==> src/design/hcc_pkg.sv <==
// Shared types and constants for the IPv6 header chain checker.
`timescale 1ns / 1ps
`default_nettype none

package hcc_pkg;

  localparam int unsigned BYTE_W  = 8;
  localparam int unsigned CNT_W   = 32;
  localparam logic [CNT_W-1:0] COUNT_MAX = '1;
  localparam logic [CNT_W-1:0] FIXED_LEN = 32'd40;
  localparam logic [BYTE_W-1:0] JUMBO_OPT = 8'hC2;

  typedef enum logic [1:0] {
    PH_FIXED,
    PH_EXT,
    PH_PAYLOAD,
    PH_STOP
  } phase_e;

  typedef enum logic [2:0] {
    VD_OK,
    VD_SHORT,
    VD_VERSION,
    VD_HOPLIMIT,
    VD_PARAM,
    VD_RT0
  } verdict_e;

  // Jumbo tracking: none required, required but not seen, accepted, being read
  typedef enum logic [1:0] {
    JB_NONE,
    JB_NEEDED,
    JB_OK,
    JB_READING
  } jumbo_e;

  // One packet byte handed to the chain walker
  typedef struct packed {
    logic              valid;
    logic              last;
    logic [BYTE_W-1:0] data;
  } step_t;

  // Parser state after the last byte of a packet
  typedef struct packed {
    logic [CNT_W-1:0]  count;
    logic [CNT_W-1:0]  stated_length;
    logic [CNT_W-1:0]  header_start;
    logic [BYTE_W-1:0] current_type;
    jumbo_e            jumbo;
    verdict_e          first_error;
    phase_e            phase;
  } snap_t;

endpackage

`default_nettype wire

==> src/design/ipv6_header_chain_checker_unit.sv <==
// A packet's verdict passes the input, snapshot and result registers before m_axis_tvalid.
// Throughput: one byte per cycle between stalls; the per-byte parse step and
// the verdict stage are each one register-to-register pass.
// A stalled result holds the verdict register; the byte input keeps flowing
// until the next packet end needs the full result path.
// Reset clears all control and parse state; no clearing pass is needed.
`timescale 1ns / 1ps
`default_nettype none

module ipv6_header_chain_checker_unit (
  input  wire logic        clk_i,
  input  wire logic        rst_ni,
  input  wire logic        s_axis_tvalid,
  output logic             s_axis_tready,
  input  wire logic [7:0]  s_axis_tdata,   // [7:0] data_byte
  input  wire logic        s_axis_tlast,   // last_byte
  output logic             m_axis_tvalid,
  input  wire logic        m_axis_tready,
  output logic [79:0]      m_axis_tdata    // [2:0] verdict, [10:3] next_header,
                                           // [42:11] payload_offset,
                                           // [74:43] payload_length, [79:75] zero
);
  import hcc_pkg::*;

  logic              in_valid_q;
  logic [BYTE_W-1:0] in_data_q;
  logic              in_last_q;
  logic              advance;
  logic              snap_ready;
  step_t             step;
  snap_t             snap;
  verdict_e          verdict;
  logic [7:0]        next_header;
  logic [31:0]       payload_offset;
  logic [31:0]       payload_length;

  // hold a final byte until the verdict stage can take its snapshot
  assign advance       = in_valid_q && (!in_last_q || snap_ready);
  assign s_axis_tready = !in_valid_q || advance;

  always_ff @(posedge clk_i or negedge rst_ni) begin
    if (!rst_ni) begin
      in_valid_q <= 1'b0;
    end else if (s_axis_tready) begin
      in_valid_q <= s_axis_tvalid;
    end
  end

  always_ff @(posedge clk_i) begin
    if (s_axis_tready && s_axis_tvalid) begin
      in_data_q <= s_axis_tdata;
      in_last_q <= s_axis_tlast;
    end
  end

  assign step = '{valid: advance, last: in_last_q, data: in_data_q};

  hcc_walk u_walk (
    .clk_i  (clk_i),
    .rst_ni (rst_ni),
    .item_i (step),
    .snap_o (snap)
  );

  hcc_verdict u_verdict (
    .clk_i            (clk_i),
    .rst_ni           (rst_ni),
    .snap_valid_i     (advance && in_last_q),
    .snap_ready_o     (snap_ready),
    .snap_i           (snap),
    .out_valid_o      (m_axis_tvalid),
    .out_ready_i      (m_axis_tready),
    .verdict_o        (verdict),
    .next_header_o    (next_header),
    .payload_offset_o (payload_offset),
    .payload_length_o (payload_length)
  );

  assign m_axis_tdata = {5'd0, payload_length, payload_offset, next_header, verdict};

endmodule

`default_nettype wire

==> src/design/hcc_walk.sv <==
// Per-byte walk over the fixed header and the extension header chain.
`timescale 1ns / 1ps
`default_nettype none

module hcc_walk (
  input  wire logic          clk_i,
  input  wire logic          rst_ni,
  input  wire hcc_pkg::step_t item_i,
  output hcc_pkg::snap_t     snap_o
);
  import hcc_pkg::*;

  function automatic logic is_ext(input logic [BYTE_W-1:0] t);
    is_ext = (t == 8'd0) || (t == 8'd43) || (t == 8'd51) || (t == 8'd60) ||
             (t == 8'd135) || (t == 8'd139) || (t == 8'd140);
  endfunction

  logic [CNT_W-1:0]  count_q, count_d;
  logic [CNT_W-1:0]  stated_q, stated_d;
  logic [CNT_W-1:0]  hs_q, hs_d;
  logic [CNT_W-1:0]  he_q, he_d;
  logic [BYTE_W-1:0] cur_q, cur_d;
  logic [BYTE_W-1:0] nt_q, nt_d;
  jumbo_e            jumbo_q, jumbo_d;
  verdict_e          fe_q, fe_d;
  phase_e            phase_q, phase_d;

  logic [CNT_W-1:0]  pos;
  logic [CNT_W-1:0]  rel;
  logic [CNT_W:0]    end_sum;
  logic [CNT_W:0]    pos_inc;
  logic [CNT_W-1:0]  jumbo_len;
  logic [BYTE_W-1:0] b;
  logic              failed;

  assign pos     = count_q;
  assign b       = item_i.data;
  assign rel     = pos - hs_q;
  assign pos_inc = {1'b0, pos} + {{CNT_W{1'b0}}, 1'b1};
  assign end_sum = {1'b0, hs_q} + {{(CNT_W-BYTE_W-2){1'b0}}, b, 3'b000} +
                   (CNT_W+1)'(8);
  assign jumbo_len = {stated_q[CNT_W-BYTE_W-1:0], b};

  always_comb begin
    count_d  = (pos == COUNT_MAX) ? pos : pos_inc[CNT_W-1:0];
    stated_d = stated_q;
    hs_d     = hs_q;
    he_d     = he_q;
    cur_d    = cur_q;
    nt_d     = nt_q;
    jumbo_d  = jumbo_q;
    fe_d     = fe_q;
    phase_d  = phase_q;
    failed   = 1'b0;

    case (phase_q)
      PH_FIXED: begin
        if (pos == 32'd0 && b[7:4] != 4'd6 && fe_q == VD_OK) begin
          fe_d = VD_VERSION;
        end else if (pos == 32'd4) begin
          stated_d = {16'd0, b, 8'd0};
        end else if (pos == 32'd5) begin
          stated_d = stated_q | {24'd0, b};
        end else if (pos == 32'd6) begin
          cur_d = b;
        end else if (pos == 32'd7 && b == 8'd0 && fe_q == VD_OK) begin
          fe_d = VD_HOPLIMIT;
        end else if (pos == 32'd39) begin
          jumbo_d = (stated_q == '0) ? JB_NEEDED : JB_NONE;
          hs_d    = FIXED_LEN;
          he_d    = FIXED_LEN;
          if (fe_q != VD_OK) begin
            phase_d = PH_STOP;
          end else begin
            phase_d = is_ext(cur_q) ? PH_EXT : PH_PAYLOAD;
          end
        end
      end
      PH_EXT: begin
        if (rel == 32'd0) begin
          nt_d = b;
        end else if (rel == 32'd1) begin
          he_d = end_sum[CNT_W] ? COUNT_MAX : end_sum[CNT_W-1:0];
        end else if (rel == 32'd2) begin
          if (cur_q == 8'd0 && b == JUMBO_OPT) begin
            if (jumbo_q != JB_NEEDED) begin
              failed = 1'b1;
              if (fe_q == VD_OK) fe_d = VD_PARAM;
            end else begin
              jumbo_d  = JB_READING;
              stated_d = '0;
            end
          end else if (cur_q == 8'd43 && b == 8'd0) begin
            failed = 1'b1;
            if (fe_q == VD_OK) fe_d = VD_RT0;
          end
        end else if (rel >= 32'd4 && rel <= 32'd7 && jumbo_q == JB_READING) begin
          stated_d = jumbo_len;
          if (rel == 32'd7) begin
            if (jumbo_len <= 32'd65535) begin
              failed = 1'b1;
              if (fe_q == VD_OK) fe_d = VD_PARAM;
            end else begin
              jumbo_d = JB_OK;
            end
          end
        end
        if (failed) begin
          phase_d = PH_STOP;
        end else if (rel >= 32'd7 && pos_inc == {1'b0, he_q}) begin
          // end of this extension header: step to the next one
          hs_d  = he_q;
          cur_d = nt_q;
          if (!is_ext(nt_q)) phase_d = PH_PAYLOAD;
        end
      end
      default: begin
      end
    endcase
  end

  assign snap_o = '{count: count_d, stated_length: stated_d, header_start: hs_d,
                    current_type: cur_d, jumbo: jumbo_d, first_error: fe_d,
                    phase: phase_d};

  always_ff @(posedge clk_i or negedge rst_ni) begin
    if (!rst_ni) begin
      count_q  <= '0;
      stated_q <= '0;
      hs_q     <= '0;
      he_q     <= '0;
      cur_q    <= '0;
      nt_q     <= '0;
      jumbo_q  <= JB_NONE;
      fe_q     <= VD_OK;
      phase_q  <= PH_FIXED;
    end else if (item_i.valid) begin
      if (item_i.last) begin
        // packet done: back to the start state
        count_q  <= '0;
        stated_q <= '0;
        hs_q     <= '0;
        he_q     <= '0;
        cur_q    <= '0;
        nt_q     <= '0;
        jumbo_q  <= JB_NONE;
        fe_q     <= VD_OK;
        phase_q  <= PH_FIXED;
      end else begin
        count_q  <= count_d;
        stated_q <= stated_d;
        hs_q     <= hs_d;
        he_q     <= he_d;
        cur_q    <= cur_d;
        nt_q     <= nt_d;
        jumbo_q  <= jumbo_d;
        fe_q     <= fe_d;
        phase_q  <= phase_d;
      end
    end
  end

  a_reset_after_last: assert property (@(posedge clk_i) disable iff (!rst_ni)
    item_i.valid && item_i.last |=> count_q == '0 && phase_q == PH_FIXED &&
    fe_q == VD_OK)
    else $error("state not cleared after last item");

  a_fixed_clean: assert property (@(posedge clk_i) disable iff (!rst_ni)
    phase_q == PH_FIXED |-> hs_q == '0 && jumbo_q == JB_NONE)
    else $error("chain state set during fixed header");

  a_ext_no_error: assert property (@(posedge clk_i) disable iff (!rst_ni)
    phase_q == PH_EXT |-> fe_q == VD_OK)
    else $error("chain walk continues after an error");

endmodule

`default_nettype wire

==> src/design/hcc_verdict.sv <==
// Snapshot register, verdict decision and result register.
`timescale 1ns / 1ps
`default_nettype none

module hcc_verdict (
  input  wire logic           clk_i,
  input  wire logic           rst_ni,
  input  wire logic           snap_valid_i,
  output logic                snap_ready_o,
  input  wire hcc_pkg::snap_t snap_i,
  output logic                out_valid_o,
  input  wire logic           out_ready_i,
  output hcc_pkg::verdict_e   verdict_o,
  output logic [7:0]          next_header_o,
  output logic [31:0]         payload_offset_o,
  output logic [31:0]         payload_length_o
);
  import hcc_pkg::*;

  logic              snap_valid_q;
  snap_t             snap_q;
  logic              out_valid_q;
  verdict_e          verdict_q, verdict_d;
  logic [BYTE_W-1:0] nh_q, nh_d;
  logic [CNT_W-1:0]  off_q, off_d;
  logic [CNT_W-1:0]  len_q, len_d;

  logic              out_load;
  logic [CNT_W:0]    need;
  logic              too_big;
  logic [CNT_W-1:0]  hlen;

  assign out_load     = !out_valid_q || out_ready_i;
  assign snap_ready_o = !snap_valid_q || out_load;

  assign need    = {1'b0, snap_q.stated_length} + {1'b0, FIXED_LEN};
  assign too_big = need > {1'b0, snap_q.count};
  assign hlen    = snap_q.header_start - FIXED_LEN;

  always_comb begin
    if (snap_q.count < FIXED_LEN) begin
      verdict_d = VD_SHORT;
    end else if (snap_q.first_error == VD_VERSION || snap_q.first_error == VD_HOPLIMIT) begin
      verdict_d = snap_q.first_error;
    end else if ((snap_q.jumbo == JB_NONE || snap_q.jumbo == JB_OK) && too_big) begin
      verdict_d = VD_PARAM;
    end else if (snap_q.first_error != VD_OK) begin
      verdict_d = snap_q.first_error;
    end else if (snap_q.phase != PH_PAYLOAD) begin
      verdict_d = VD_PARAM;
    end else if (snap_q.jumbo != JB_NONE && snap_q.jumbo != JB_OK) begin
      verdict_d = VD_PARAM;
    end else begin
      verdict_d = VD_OK;
    end

    nh_d  = '0;
    off_d = '0;
    len_d = '0;
    if (verdict_d == VD_OK) begin
      nh_d  = snap_q.current_type;
      off_d = snap_q.header_start;
      len_d = (snap_q.stated_length >= hlen) ? snap_q.stated_length - hlen
                                             : snap_q.stated_length;
    end
  end

  always_ff @(posedge clk_i or negedge rst_ni) begin
    if (!rst_ni) begin
      snap_valid_q <= 1'b0;
      out_valid_q  <= 1'b0;
    end else begin
      if (snap_ready_o) snap_valid_q <= snap_valid_i;
      if (out_load) out_valid_q <= snap_valid_q;
    end
  end

  always_ff @(posedge clk_i) begin
    if (snap_ready_o && snap_valid_i) snap_q <= snap_i;
    if (out_load && snap_valid_q) begin
      verdict_q <= verdict_d;
      nh_q      <= nh_d;
      off_q     <= off_d;
      len_q     <= len_d;
    end
  end

  assign out_valid_o      = out_valid_q;
  assign verdict_o        = verdict_q;
  assign next_header_o    = nh_q;
  assign payload_offset_o = off_q;
  assign payload_length_o = len_q;

  a_fail_fields_zero: assert property (@(posedge clk_i) disable iff (!rst_ni)
    out_valid_q && verdict_q != VD_OK |-> nh_q == '0 && off_q == '0 && len_q == '0)
    else $error("fields not cleared on a failing verdict");

  a_ok_offset: assert property (@(posedge clk_i) disable iff (!rst_ni)
    out_valid_q && verdict_q == VD_OK |-> off_q >= FIXED_LEN)
    else $error("payload offset inside the fixed header");

endmodule

`default_nettype wire
==> config.mk <==
export PLATFORM = sky130hd
export DESIGN_NAME = ipv6_header_chain_checker_unit
export DESIGN_NICKNAME = d
export VERILOG_FILES = /design/src/design/hcc_pkg.sv /design/src/design/ipv6_header_chain_checker_unit.sv /design/src/design/hcc_walk.sv /design/src/design/hcc_verdict.sv
export SDC_FILE = /design/constraint.sdc
export NUM_CORES = 1
export LEC_CHECK = 0
export ABC_AREA = 1
export BUFFER_PORTS_ARGS = -buffer_cell sky130_fd_sc_hd__buf_2
export CORE_MARGIN = 2
export CORE_UTILIZATION = 45
export DETAILED_ROUTE_END_ITERATION = 8
export PLACE_DENSITY_LB_ADDON = 0.3
export SLEW_MARGIN = 20
export SYNTH_ARGS = -nofsm -noshare
export SYNTH_HDL_FRONTEND = slang
export SYNTH_HIERARCHICAL = 1
export SYNTH_SLANG_ARGS = --single-unit
export TNS_END_PERCENT = 100
==> constraint.sdc <==
create_clock -name clk_i -period 5.2 [get_ports clk_i]
set_input_delay 1.3 -clock clk_i [delete_from_list [all_inputs] [get_ports clk_i]]
set_output_delay 1.3 -clock clk_i [all_outputs]
set_load 0.02 [all_outputs]
==> impl_metrics.csv <==
group,metric,value,unit
outcome,outcome,"finished, final reports clean",
placed_design,gp_congestion,1.035,
timing,hold_violations,0,
finish,final_area,0.03005,mm2
yosys,netlist.area_leader.share,0.2135,
yosys,synth-seq-cells,348,
setup_path,path_max_fanout,28,
cts,cts_buffers,43,
cts,clkTransAtPathRegs,0.06,ns
cts,cts_tree,"built",
setup_path,r2r_slack,0.43,ns
yosys,synth-edff-count,194,
yosys,syn-cell-area,0.02729,mm2
floorplan,initial_utilization,0.4538,
yosys,syn_inst,3956,
cts,cts_buffer_depth,3,
timing,finClkSkew,0.02427,ns
global_route,grt_pass1_wl,158.5,mm
drt,via_per_inst,5.639,
yosys,avgSynthCellArea,6.898,um2
drt,drtPass1Iterations,8,
yosys,synth_largest_area_cell,"edfxtp_1",
global_route,grt_max_degree,71,
finish,n_antenna_cell,0,
cts,root_buffer,"clkbuf_16",
global_route,track_usage,0.3336,
timing,final_max_slew_viol_count,0,
global_route,antenna_found_initial,2,
timing,setup_violations,0,
setup_path,critical_path_class,"flip-flop to flip-flop",
timing,rsz0062_at_grt,"no",
cts,cts_max_level,2,
finish,area_growth,10.14,%
timing,period_needed,4.766,ns
power,p_per_area,265.2,mW/mm2
drt,drt_iter0_drc,3009,
finish,fill_cells,6121,
cts,insertion_delay,0.60,ns
power,power.leakage,0.01490,uW
placed_design,portBuffers,89,
drt,wirelength,105.6,mm
drt,drc,0,
yosys,async_flop_share,0.4425,
timing,fmaxAchievable,209.8,MHz
cts,clkSinkCount,348,
floorplan,rows,90,
timing,min_period_over_period,0.9165,
setup_path,cp-start-kind,"flip-flop",
global_route,grt_pass1_vias,25480,
drt,wl_per_cell,21.81,um
timing,finalSetupTns,0,ns
yosys,yosys-top-cells-area,"edfxtp_1, nand2_1, dfrtp_1",
floorplan,die_h,250.3,um
floorplan,fp.dieW,250.3,um
yosys,synth_ff_type,"edfxtp_1",
worst_hold_path,hp-class,"flip-flop to flip-flop",
drt,via_count,27290,
yosys,ys_warn_count,6,
yosys,ys_seq_area_frac,0.3547,
setup_path,crit_arrival,5.11,ns
finish,drive_gt1_frac,0.09660,
timing,tightest_slew,1.106,ns
placed_design,place_area,0.02859,mm2
floorplan,core,0.06013,mm2
setup_path,cp-end-kind,"flip-flop",
yosys,yosysUniqueCellTypes,60,
floorplan,io_pins,95,
placed_design,dp_hpwl,83.06,mm
power,ir_drop,0.2098,mV
timing,slew_headroom,0.2572,
setup_path,worst-endpoint-required,5.54,ns
floorplan,die-area,0.06263,mm2
flow_run,maxCapViolCount,0,
drt,ant_nets,0,
global_route,grt-ovfl-total,0,
finish,nNetsFinal,4158,
-- cell families after synthesis --
family,Yosys count,share of synthesized area
xor+xnor,98,0.03145
simple gates,2312,0.3772
flops,348,0.3547
buf+inv,681,0.1012
compound gates,396,0.07942
fa+ha+maj,120,0.05585
other cells,1,0.0001374
-- worst max-delay path: stages (launching register included) --
cell      delay [ns]
edfxtp_1        0.49
inv_1           0.18
ha_1            0.21
nor2_1          0.07
nor2_2          0.14
nand3_2         0.12
nor2_2          0.15
nand2_2         0.10
nor2_4          0.15
nand2_2         0.09
nor2_2          0.14
nand2_2         0.09
nor2_2          0.14
nand3_2         0.11
nor2_2          0.16
xor2_1          0.25
ha_1            0.31
a21oi_1         0.22
o21ai_0         0.11
a21oi_1         0.14
o21ai_0         0.11
a21oi_1         0.15
nand3_1         0.15
buf_4           0.26
or2_2           0.30
nand4_1         0.12
nor2_1          0.05
-- repair_timing --
| item | in CTS | in global routing |
|---|---|---|
| gates resized for setup | 0 | 2 |
| buffers inserted | 0 | 0 |
| hold endpoints to repair | 0 | 0 |
| setup endpoints to repair | 0 | 4 |
| hold buffers | 0 | 0 |
-- layout by cell type (no fill, tap or decap), types with 29 or more instances in the layout --
| master | n |
|---|---|
| nand2_1 | 1230 |
| inv_1 | 538 |
| nand3_1 | 404 |
| nor2_1 | 312 |
| edfxtp_1 | 194 |
| dfrtp_1 | 153 |
| o21ai_0 | 138 |
| a21oi_1 | 124 |
| ha_1 | 117 |
| buf_2 | 88 |
| nand4_1 | 88 |
| xor2_1 | 82 |
| nor2_2 | 63 |
| nor3_1 | 57 |
| buf_4 | 56 |
| o21ai_1 | 55 |
| clkbuf_16 | 45 |
| nand3_2 | 32 |
| nor4_1 | 29 |
-- final timing paths --
| path | startpoint | end | depth (start not counted) |
|---|---|---|---|
| min in group asynchronous | rst_ni | u_walk/hs_q[21] | 1 |
| min | u_walk/hs_q[3] | u_walk/hs_q[3] | 2 |
| min reg2reg | u_walk/hs_q[3] | u_walk/hs_q[3] | 2 |
| max in group asynchronous | rst_ni | u_walk/hs_q[5] | 2 |
| max | u_verdict/snap_q[19] | u_verdict/payload_length_o[27] | 26 |
| max reg2reg | u_verdict/snap_q[19] | u_verdict/payload_length_o[27] | 26 |
-- area by class of cell --
type                    count  area [um2]  area share
inverters                 553        2081     0.06923
flip-flops and latches    348        9681      0.3221
clock buffers              61        1226     0.04080
well taps                 782       978.4     0.03256
multi-input cells        2931       14920      0.4964
repair buffers            148       932.1     0.03102
clock inverters            17       237.7    0.007910
-- through the flow --
stage,total power [uW],util,hold WS (ns),setup WS (ns),std cells
final,7969,0.4998,0.4875,0.4340,4840
after global routing,8277,0.4998,0.5174,0.08088,4840
after CTS,7983,0.4998,0.4867,0.3849,4840
after detailed placement,4816,0.4754,0.4693,0.3817,4762
after global placement,4812,0.4754,0.4630,0.3979,4762
after floorplan,4270,-,0.4491,0.9392,3960
-- layer usage --
layer	wire, um	track usage
met3	8818	0.05508
met5	27	0
met2	45990	0.5177
met4	8027	0.2142
met1	42710	0.4328
-- synth_stat cells (5+ instances only) --
library cell / number
dfrtp_1: 154
xor2_1: 82
edfxtp_1: 194
or2_2: 13
nand3_1: 404
nor2_1: 315
buf_4: 26
a31oi_1: 6
o211ai_1: 12
nand2_1: 1230
buf_2: 20
nor2_2: 63
nor2_4: 8
o22ai_1: 19
inv_1: 539
o21ai_1: 55
o31ai_1: 5
nor4_1: 30
xnor2_1: 16
a21boi_0: 5
buf_6: 11
nor3_2: 6
a21oi_1: 125
clkbuf_1: 66
o21ai_0: 138
buf_1: 5
nand2_2: 22
o21a_1: 9
nand3b_1: 17
a21o_1: 11
nand4_1: 88
ha_1: 117
inv_2: 12
and3_1: 5
nand3_2: 32
nor3_1: 58
nand2_4: 6
-- sequential cells by signal, summed over array words and instances, names as in the netlist --
name and cells:
in_data_q 8, in_last_q 1, in_valid_q 1, u_verdict/next_header_o 8, u_verdict/out_valid_o 1, u_verdict/payload_length_o 32
u_verdict/payload_offset_o 32, u_verdict/snap_q 110, u_verdict/snap_valid_q 1, u_verdict/verdict_o 3, u_walk/count_q 32, u_walk/cur_q 8
u_walk/fe_q 3, u_walk/he_q 32, u_walk/hs_q 32, u_walk/jumbo_q 2, u_walk/nt_q 8, u_walk/phase_q 2
u_walk/stated_q 32
-- where the power goes --
| part | switching (uW) | internal, uW |
|---|---|---|
| logic | 1150 | 456 |
| registers | 126 | 3060 |
| clock network | 1280 | 1900 |
Power figures use the tool's default switching activity.
